### src/rtl/i2cbm_pkg.sv
// Package for the I2C bus master: beat payload types, opcodes, bit-index and register-address constants.
// Depends on nothing; used by the channel interfaces and the top level.
`timescale 1ns / 1ps
`default_nettype none

package i2cbm_pkg;

   // Command opcodes carried in a request beat.
   localparam logic [2:0] OP_TICK  = 3'd0;
   localparam logic [2:0] OP_START = 3'd1;
   localparam logic [2:0] OP_WRITE = 3'd2;
   localparam logic [2:0] OP_READ  = 3'd3;
   localparam logic [2:0] OP_STOP  = 3'd4;

   // Bit positions within a byte transfer; position eight is the acknowledge bit.
   localparam logic [3:0] ACK_BIT_INDEX = 4'd8;

   // Byte addresses of the configuration registers.
   localparam logic [2:0] ADDR_HI_TICKS = 3'd0;
   localparam logic [2:0] ADDR_SETUP    = 3'd4;

   typedef struct packed {
      logic [2:0] opcode;
      logic [6:0] address;
      logic       read_not_write;
      logic [7:0] data_byte;
      logic       last_byte;
      logic       sda_in;
   } req_payload_type;

   typedef struct packed {
      logic       scl_out;
      logic       sda_release;
      logic       busy_res;
      logic [7:0] rx_byte;
      logic       rx_valid;
      logic       nack;
      logic       cmd_done;
      logic       cmd_error;
   } rsp_payload_type;

endpackage

`default_nettype wire

### src/rtl/i2cbm_if.sv
// Valid/ready channel interfaces for the request and response beats of the I2C bus master.
// Depends on i2cbm_pkg for the payload types.
`timescale 1ns / 1ps
`default_nettype none

interface i2cbm_req_if;
   import i2cbm_pkg::*;
   logic            valid;
   logic            ready;
   req_payload_type payload;
   modport source (output valid, output payload, input ready);
   modport sink   (input valid, input payload, output ready);
endinterface

interface i2cbm_rsp_if;
   import i2cbm_pkg::*;
   logic            valid;
   logic            ready;
   rsp_payload_type payload;
   modport source (output valid, output payload, input ready);
   modport sink   (input valid, input payload, output ready);
endinterface

`default_nettype wire

### src/rtl/i2c_bus_master.sv
// Top level of the I2C bus master: input register, bus phase logic and response register.
// Depends on i2cbm_pkg and the channel interfaces in i2cbm_if.sv.
`timescale 1ns / 1ps
`default_nettype none

// Each request beat is one bus tick: it carries a command (tick, start with a 7-bit address
// and direction, write byte, read byte, stop) and the sampled SDA level, and it yields exactly
// one response beat with the SCL level, the open-drain SDA control (1 releases, 0 pulls low)
// and the status flags for that tick. The block takes one beat per clock while the response
// side keeps taking beats; a beat is registered in the input register and its response then
// in the response register, where it waits while the response side does not take it. Every
// bit on the bus lasts (1 + setup_ticks) low ticks plus the configured SCL high time in
// ticks (zero counts as one), and SDA is sampled on the last high tick.
// A command given while another is running, a start inside a transaction, a byte command
// outside a transaction or after a NACK, a stop outside a transaction, and unknown opcodes
// are all rejected with cmd_error and change nothing. A NACK stays flagged until stop.
// Configuration registers are the SCL high time at byte address 0 and setup_ticks at 4;
// write them only while no command is running.
module i2c_bus_master (
   input  wire logic        clock,
   input  wire logic        reset,
   i2cbm_req_if.sink        req_bus,
   i2cbm_rsp_if.source      rsp_bus,
   input  wire logic        psel,
   input  wire logic        penable,
   input  wire logic        pwrite,
   input  wire logic [2:0]  paddr,
   input  wire logic [31:0] pwdata,
   output logic      [31:0] prdata,
   output logic             pready
);
   import i2cbm_pkg::*;

   typedef enum logic [9:0] {
      M_IDLE    = 10'b00_0000_0001,
      M_START_A = 10'b00_0000_0010,
      M_START_B = 10'b00_0000_0100,
      M_TX_LO   = 10'b00_0000_1000,
      M_TX_HI   = 10'b00_0001_0000,
      M_RX_LO   = 10'b00_0010_0000,
      M_RX_HI   = 10'b00_0100_0000,
      M_STOP_A  = 10'b00_1000_0000,
      M_STOP_B  = 10'b01_0000_0000,
      M_STOP_C  = 10'b10_0000_0000
   } mode_type;

   // Configuration registers.
   logic [7:0] hi_ticks_ff;
   logic [7:0] setup_ff;

   // Input register holding one request beat.
   logic            s1_valid_ff;
   req_payload_type s1_ff;

   // Bus state.
   mode_type   mode_ff,  mode_in;
   logic [3:0] bit_ff,   bit_in;
   logic [7:0] tick_ff,  tick_in;
   logic [7:0] shift_ff, shift_in;
   logic       trans_ff, trans_in;
   logic       nack_ff,  nack_in;
   logic       final_ff, final_in;

   // Response register.
   logic            rsp_valid_ff;
   rsp_payload_type rsp_ff, rsp_in;

   logic out_open;
   logic fire;

   // The response register can take a new beat when empty or being drained this cycle.
   assign out_open      = !rsp_valid_ff || rsp_bus.ready;
   assign fire          = s1_valid_ff && out_open;
   assign req_bus.ready = !s1_valid_ff || out_open;
   assign rsp_bus.valid   = rsp_valid_ff;
   assign rsp_bus.payload = rsp_ff;

   // APB register port, always ready; low address bits are ignored.
   logic cfg_write;
   assign pready    = 1'b1;
   assign cfg_write = psel && penable && pwrite;

   always_comb begin
      prdata = 32'd0;
      if (paddr[2] == ADDR_SETUP[2]) begin
         prdata[7:0] = setup_ff;
      end else begin
         prdata[7:0] = hi_ticks_ff;
      end
   end

   always_ff @(posedge clock) begin
      if (reset) begin
         hi_ticks_ff <= 8'd10;
         setup_ff    <= 8'd0;
      end else if (cfg_write) begin
         if (paddr[2] == ADDR_SETUP[2]) begin
            setup_ff <= pwdata[7:0];
         end else begin
            hi_ticks_ff <= pwdata[7:0];
         end
      end
   end

   // Per-tick state update. The command is decoded first (it may enter a new phase with
   // counters cleared), then the phase that results drives the bus for this same tick.
   mode_type   mode_a;
   logic [3:0] bit_a;
   logic [7:0] tick_a;
   logic [7:0] shift_a;
   logic       trans_a;
   logic       nack_a;
   logic       final_a;
   logic       err;
   logic [7:0] high_last;
   logic       low_end;
   logic       high_end;
   logic       data_bit;
   logic [7:0] tick_inc;

   always_comb begin
      mode_a  = mode_ff;
      bit_a   = bit_ff;
      tick_a  = tick_ff;
      shift_a = shift_ff;
      trans_a = trans_ff;
      nack_a  = nack_ff;
      final_a = final_ff;
      err     = 1'b0;

      if (s1_ff.opcode != OP_TICK) begin
         if (mode_ff != M_IDLE) begin
            err = 1'b1;
         end else begin
            unique case (s1_ff.opcode)
               OP_START: begin
                  if (trans_ff) begin
                     err = 1'b1;
                  end else begin
                     shift_a = {s1_ff.address, s1_ff.read_not_write};
                     trans_a = 1'b1;
                     nack_a  = 1'b0;
                     mode_a  = M_START_A;
                     tick_a  = 8'd0;
                     bit_a   = 4'd0;
                  end
               end
               OP_WRITE: begin
                  if (!trans_ff || nack_ff) begin
                     err = 1'b1;
                  end else begin
                     shift_a = s1_ff.data_byte;
                     mode_a  = M_TX_LO;
                     tick_a  = 8'd0;
                     bit_a   = 4'd0;
                  end
               end
               OP_READ: begin
                  if (!trans_ff || nack_ff) begin
                     err = 1'b1;
                  end else begin
                     shift_a = 8'd0;
                     final_a = s1_ff.last_byte;
                     mode_a  = M_RX_LO;
                     tick_a  = 8'd0;
                     bit_a   = 4'd0;
                  end
               end
               OP_STOP: begin
                  if (!trans_ff) begin
                     err = 1'b1;
                  end else begin
                     mode_a = M_STOP_A;
                     tick_a = 8'd0;
                     bit_a  = 4'd0;
                  end
               end
               default: begin
                  err = 1'b1;
               end
            endcase
         end
      end
   end

   always_comb begin
      high_last = (hi_ticks_ff == 8'd0) ? 8'd0 : hi_ticks_ff - 8'd1;
      low_end   = tick_a >= setup_ff;
      high_end  = tick_a >= high_last;
      data_bit  = bit_a < ACK_BIT_INDEX;
      tick_inc  = tick_a + 8'd1;

      mode_in  = mode_a;
      bit_in   = bit_a;
      tick_in  = tick_a;
      shift_in = shift_a;
      trans_in = trans_a;
      nack_in  = nack_a;
      final_in = final_a;

      rsp_in             = '0;
      rsp_in.scl_out     = 1'b1;
      rsp_in.sda_release = 1'b1;
      rsp_in.cmd_error   = err;

      unique case (mode_a)
         M_START_A: begin
            rsp_in.sda_release = 1'b0;
            if (low_end) begin
               tick_in = 8'd0;
               mode_in = M_START_B;
            end else begin
               tick_in = tick_inc;
            end
         end
         M_START_B: begin
            rsp_in.scl_out     = 1'b0;
            rsp_in.sda_release = 1'b0;
            if (low_end) begin
               tick_in = 8'd0;
               bit_in  = 4'd0;
               mode_in = M_TX_LO;
            end else begin
               tick_in = tick_inc;
            end
         end
         M_TX_LO: begin
            rsp_in.scl_out     = 1'b0;
            rsp_in.sda_release = data_bit ? shift_a[7] : 1'b1;
            if (low_end) begin
               tick_in = 8'd0;
               mode_in = M_TX_HI;
            end else begin
               tick_in = tick_inc;
            end
         end
         M_TX_HI: begin
            rsp_in.sda_release = data_bit ? shift_a[7] : 1'b1;
            if (high_end) begin
               tick_in = 8'd0;
               if (data_bit) begin
                  shift_in = {shift_a[6:0], 1'b0};
                  bit_in   = bit_a + 4'd1;
                  mode_in  = M_TX_LO;
               end else begin
                  // Acknowledge bit: a released SDA from the target is a NACK.
                  if (s1_ff.sda_in) begin
                     nack_in = 1'b1;
                  end
                  bit_in          = 4'd0;
                  mode_in         = M_IDLE;
                  rsp_in.cmd_done = 1'b1;
               end
            end else begin
               tick_in = tick_inc;
            end
         end
         M_RX_LO: begin
            rsp_in.scl_out     = 1'b0;
            rsp_in.sda_release = data_bit ? 1'b1 : final_a;
            if (low_end) begin
               tick_in = 8'd0;
               mode_in = M_RX_HI;
            end else begin
               tick_in = tick_inc;
            end
         end
         M_RX_HI: begin
            rsp_in.sda_release = data_bit ? 1'b1 : final_a;
            if (high_end) begin
               tick_in = 8'd0;
               if (data_bit) begin
                  shift_in = {shift_a[6:0], s1_ff.sda_in};
                  bit_in   = bit_a + 4'd1;
                  mode_in  = M_RX_LO;
               end else begin
                  rsp_in.rx_byte  = shift_a;
                  rsp_in.rx_valid = 1'b1;
                  bit_in          = 4'd0;
                  mode_in         = M_IDLE;
                  rsp_in.cmd_done = 1'b1;
               end
            end else begin
               tick_in = tick_inc;
            end
         end
         M_STOP_A: begin
            rsp_in.scl_out     = 1'b0;
            rsp_in.sda_release = 1'b0;
            if (low_end) begin
               tick_in = 8'd0;
               mode_in = M_STOP_B;
            end else begin
               tick_in = tick_inc;
            end
         end
         M_STOP_B: begin
            rsp_in.sda_release = 1'b0;
            if (low_end) begin
               tick_in = 8'd0;
               mode_in = M_STOP_C;
            end else begin
               tick_in = tick_inc;
            end
         end
         M_STOP_C: begin
            if (low_end) begin
               tick_in         = 8'd0;
               bit_in          = 4'd0;
               mode_in         = M_IDLE;
               trans_in        = 1'b0;
               nack_in         = 1'b0;
               rsp_in.cmd_done = 1'b1;
            end else begin
               tick_in = tick_inc;
            end
         end
         default: begin
            // Idle: SCL is parked low inside a transaction and released outside one.
            rsp_in.scl_out = !trans_a;
            mode_in        = M_IDLE;
         end
      endcase

      rsp_in.busy_res = mode_in != M_IDLE;
      rsp_in.nack     = nack_in;
   end

   always_ff @(posedge clock) begin
      if (reset) begin
         s1_valid_ff  <= 1'b0;
         rsp_valid_ff <= 1'b0;
         mode_ff      <= M_IDLE;
         bit_ff       <= 4'd0;
         tick_ff      <= 8'd0;
         shift_ff     <= 8'd0;
         trans_ff     <= 1'b0;
         nack_ff      <= 1'b0;
         final_ff     <= 1'b0;
      end else begin
         if (req_bus.ready) begin
            s1_valid_ff <= req_bus.valid;
         end
         if (fire) begin
            rsp_valid_ff <= 1'b1;
            mode_ff      <= mode_in;
            bit_ff       <= bit_in;
            tick_ff      <= tick_in;
            shift_ff     <= shift_in;
            trans_ff     <= trans_in;
            nack_ff      <= nack_in;
            final_ff     <= final_in;
         end else if (rsp_bus.ready) begin
            rsp_valid_ff <= 1'b0;
         end
      end
   end

   always_ff @(posedge clock) begin
      if (req_bus.ready && req_bus.valid) begin
         s1_ff <= req_bus.payload;
      end
      if (fire) begin
         rsp_ff <= rsp_in;
      end
   end

   // A received byte is only reported together with the end of its read command.
   assert property (@(posedge clock) disable iff (reset)
      rsp_valid_ff && rsp_ff.rx_valid |-> rsp_ff.cmd_done)
      else $error("rx_valid without cmd_done");

   // The NACK flag never survives outside a transaction.
   assert property (@(posedge clock) disable iff (reset)
      !trans_ff |-> !nack_ff)
      else $error("nack flag set outside a transaction");

   // Bit counter stays within eight data bits plus the acknowledge bit.
   assert property (@(posedge clock) disable iff (reset)
      bit_ff <= ACK_BIT_INDEX)
      else $error("bit index out of range");

   // Idle always leaves the phase counters cleared for the next command.
   assert property (@(posedge clock) disable iff (reset)
      mode_ff == M_IDLE |-> (tick_ff == 8'd0) && (bit_ff == 4'd0))
      else $error("counters not cleared in idle");

endmodule

`default_nettype wire
### src/flat_wrapper.sv
// flat-port wrapper written by rule: the top's interface ports become plain ports
module i2c_bus_master_flat import i2cbm_pkg::*;
  (clock, reset, psel, penable, pwrite, paddr, pwdata, prdata, pready, req_bus_valid, req_bus_payload, req_bus_ready, rsp_bus_valid, rsp_bus_payload, rsp_bus_ready);
  i2cbm_req_if req_bus_i ();
  i2cbm_rsp_if rsp_bus_i ();
  input  wire logic clock;
  input  wire logic reset;
  input  wire logic psel;
  input  wire logic penable;
  input  wire logic pwrite;
  input  wire logic [2:0] paddr;
  input  wire logic [31:0] pwdata;
  output logic      [31:0] prdata;
  output logic pready;
  input wire logic [$bits(req_bus_i.valid)-1:0] req_bus_valid;
  input wire logic [$bits(req_bus_i.payload)-1:0] req_bus_payload;
  output wire logic [$bits(req_bus_i.ready)-1:0] req_bus_ready;
  output wire logic [$bits(rsp_bus_i.valid)-1:0] rsp_bus_valid;
  output wire logic [$bits(rsp_bus_i.payload)-1:0] rsp_bus_payload;
  input wire logic [$bits(rsp_bus_i.ready)-1:0] rsp_bus_ready;
  assign req_bus_i.valid = req_bus_valid;
  assign req_bus_i.payload = req_bus_payload;
  assign req_bus_ready = req_bus_i.ready;
  assign rsp_bus_valid = rsp_bus_i.valid;
  assign rsp_bus_payload = rsp_bus_i.payload;
  assign rsp_bus_i.ready = rsp_bus_ready;
  i2c_bus_master u_core (.clock(clock), .reset(reset), .req_bus(req_bus_i), .rsp_bus(rsp_bus_i), .psel(psel), .penable(penable), .pwrite(pwrite), .paddr(paddr), .pwdata(pwdata), .prdata(prdata), .pready(pready));
endmodule
### config.mk
export PLATFORM = sky130hd
export DESIGN_NAME = i2c_bus_master_flat
export DESIGN_NICKNAME = d
export VERILOG_FILES = /design/src/rtl/i2cbm_pkg.sv /design/src/rtl/i2cbm_if.sv /design/src/rtl/i2c_bus_master.sv /design/src/flat_wrapper.sv
export SDC_FILE = /design/constraint.sdc
export NUM_CORES = 1
export LEC_CHECK = 0
export BUFFER_PORTS_ARGS = -buffer_cell sky130_fd_sc_hd__buf_2
export CAP_MARGIN = 20
export CORE_MARGIN = 2
export CORE_UTILIZATION = 50
export CTS_CLUSTER_DIAMETER = 40
export DETAILED_ROUTE_END_ITERATION = 8
export MAX_ROUTING_LAYER = met4
export PLACE_DENSITY_LB_ADDON = 0.25
export SYNTH_ARGS = -nofsm -noshare
export SYNTH_HDL_FRONTEND = slang
export SYNTH_SLANG_ARGS = --single-unit
### constraint.sdc
create_clock -name clock -period 3.9 [get_ports clock]
set_clock_uncertainty 0.1 [all_clocks]
set_input_delay 0.585 -clock clock [delete_from_list [all_inputs] [get_ports clock]]
set_output_delay 0.585 -clock clock [all_outputs]
set_load 0.05 [all_outputs]
==> metrics.txt <==
Iteration-0 DRC Markers=~200; post-synth top area share=about a fifth; Mapped Avg Cell Area=8.91 µm²; Max Buffers Root-to-Sink=2; fmax=around 280 MHz; area of the core=slightly below 0.01 mm²; H-tree depth=3; Yosys top cell by area=edfxtp_1; Syn-to-layout area delta=14.9%; reg-to-reg slack, setup=0.31 ns; initial antenna violation count=0; Wirelength per Cell=15.9 µm; Vias/cell=5.66; sequential share of the synthesized area=between 40 and 50%; HP Class=in -> reg; status=completed; Starting Density=51.9%; PwrDens=between 300 and 400 mW/mm²; Skew-Pair Late Insertion Delay=approximately 0.37 ns; Final nets=between 700 and 800; share of cells above drive strength 1=between 20% and 30%; setup TNS=0 ns; CTS Sinks=slightly below 90; hpwl dp=between 9000 and 10000 µm; VDD IR-drop max=about 260 µV; Inserted Clock Buffers=9; vias in the first global route=4102; die width=105 µm; leak pwr=~2.4 nW; Finish-stage setup viols=0; Detail Route Antenna Nets=0; CTS tree=done; EDFF count, synth=36; ANT cells=0; Slew @ Worst Pin=roughly 0.88 ns; vias=4492; Synth area leaders=edfxtp_1, dfxtp_1, nand2_1; critical path launch point type=flip-flop; row count=36; # IOs=between 100 and 150; most common cell after layout, fill and taps aside=nand2_1; DRC violations left=0; max_cap viols=0; Root Driver=clkbuf_8; WP data required=between 4 and 5 ns; Tcrit/Tclk final=roughly nine tenths; synthesized flop and latch total=87; gr usage total=23.7%; unique cell type count in the Yosys netlist=a little over 70; clock-pin slew on the worst setup and hold paths=about 0.090 ns; final global-route overflow total=0; Final min period=about 3.6 ns; Worst Setup End Kind=flip-flop; Crit Path Max Fanout=11; first-pass GRT wire length=approximately 20000 µm; ys flop type=dfxtp_1; Synth Instances=~570; Fin. Hold Viols=0; post-route cell area=between 0.005 and 0.006 mm²; pin count of the biggest net entering global routing=40; cts hold-fix bufs=0; Die Area=around 0.011 mm²; Async SR Flop Fraction=0%; Relative slew margins=a little over two fifths; gpl congestion=0.945; DRT Pass-1 Iters=4; Synth Cell Area=a little over 0.005 mm²; Placed Area=~0.0056 mm²; Port Buf Inserts=61; total power=between 2 and 2.5 mW; Die H=roughly 100 µm; setup repair after global routing missed its margin=no; Critical Setup Path Class=reg -> reg; most frequent cells in the layout=nand2_1, buf_2, nor2_1; total wire length=~13000 µm; Critical Path AT=between 3 and 4 ns; synthesis warning total=0; fin. max-slew vios=0
## flip-flops by register name, summed over array words and instances (netlist names)
| register | flops |
|---|---|
| u_core.bit_ff | 4 |
| u_core.final_ff | 1 |
| u_core.hi_ticks_ff | 8 |
| u_core.mode_ff | 10 |
| u_core.nack_ff | 1 |
| u_core.rsp_bus.payload | 15 |
| u_core.rsp_bus.valid | 1 |
| u_core.s1_ff | 21 |
| u_core.s1_valid_ff | 1 |
| u_core.setup_ff | 8 |
| u_core.shift_ff | 8 |
| u_core.tick_ff | 8 |
| u_core.trans_ff | 1 |
## critical path: stages (launching register included)
cell and delay (ns):
dfxtp_1 0.34, nor4_4 0.44, and3_1 0.29, nand2b_2 0.16
and2_1 0.22, ha_1 0.29, a21o_1 0.18, a2111oi_0 0.38
o21a_1 0.21, nor2_1 0.10, buf_4 0.16, a32oi_4 0.34
a21boi_2 0.22, a21o_1 0.08
## cells by family after synthesis
logic type | after synthesis | share of synthesized area [%]
adders and majority gates | 19 | 4.66
DFF | 87 | 41.2
muxes | 23 | 4.66
and+or+nand+nor | 235 | 23.0
buffers and inverters | 69 | 7.14
other | 2 | 0.147
xor gates and xnor gates | 10 | 1.72
AOI/OAI and AO/OA | 127 | 17.4
## what timing repair did
item | 4_1_cts | 5_1_grt
setup buffers | 0 | 2
endpoints found under the setup margin | 0 | 19
gates resized for setup | 0 | 1
## synth_stat cells (all sizes together) (8+ instances only)
cell type,n
buf,31
dfxtp,51
nand2,82
nand3,19
a31oi,8
a22oi,8
clkbuf,20
nand2b,9
mux2i,17
nor2,54
o21ai,26
nor3,16
ha,19
inv,18
edfxtp,36
a21oi,37
and2,10
a2bb2oi,8
## power by group
part / internal, mW / switching (mW) / leakage (nW) / total, mW
clock network: 0.308 / 0.346 / 0.103 / 0.654
logic: 0.110 / 0.247 / 1.50 / 0.357
registers: 0.978 / 0.0181 / 0.758 / 0.996
## per-stage QoR
step	utilization [%]	cells	hold slack [ns]	setup WS (ns)
finish	59.6	793	0.287	0.314
global route	59.6	793	0.260	0.0717
CTS	59.4	791	0.268	0.117
detailed placement	57.4	775	0.344	0.176
global placement	57.4	775	0.338	0.165
floorplan	-	595	0.332	0.0237
## layer usage
layer / GRT usage (%) / wire [µm] / up-vias
met4: 9.33 / 265 / 0
met1: 30.2 / 5560 / 2140
li1: - / - / 2185
met5: - / 0 / -
met3: 3.37 / 645 / 17
met2: 38.1 / 6160 / 150
## final timing paths
| check | from | to | cells past startpoint |
|---|---|---|---|
| worst max-delay path | u_core.mode_ff[2]$_SDFFE_PP0P_ | u_core.tick_ff[4]$_SDFFE_PP0P_ | 13 |
| worst max register to register | u_core.mode_ff[2]$_SDFFE_PP0P_ | u_core.tick_ff[4]$_SDFFE_PP0P_ | 13 |
| worst min-delay path | req_bus_payload[6] | u_core.s1_ff[6]$_DFFE_PP_ | 1 |
| worst min register to register | u_core.shift_ff[6]$_SDFFE_PP0P_ | u_core.shift_ff[6]$_SDFFE_PP0P_ | 2 |
## cell type report
| class | count | area [µm²] |
|---|---|---|
| fill | 910 | 3970 |
| multi-input combinational | 439 | 2720 |
| sequential | 87 | 2100 |
| timing repair buffer | 100 | 598 |
| tap | 133 | 166 |
| clock buffer | 10 | 128 |
| clock inverter | 6 | 73.8 |
| inverter | 18 | 67.6 |
Note: power is estimated with default switching activity, not from simulation.
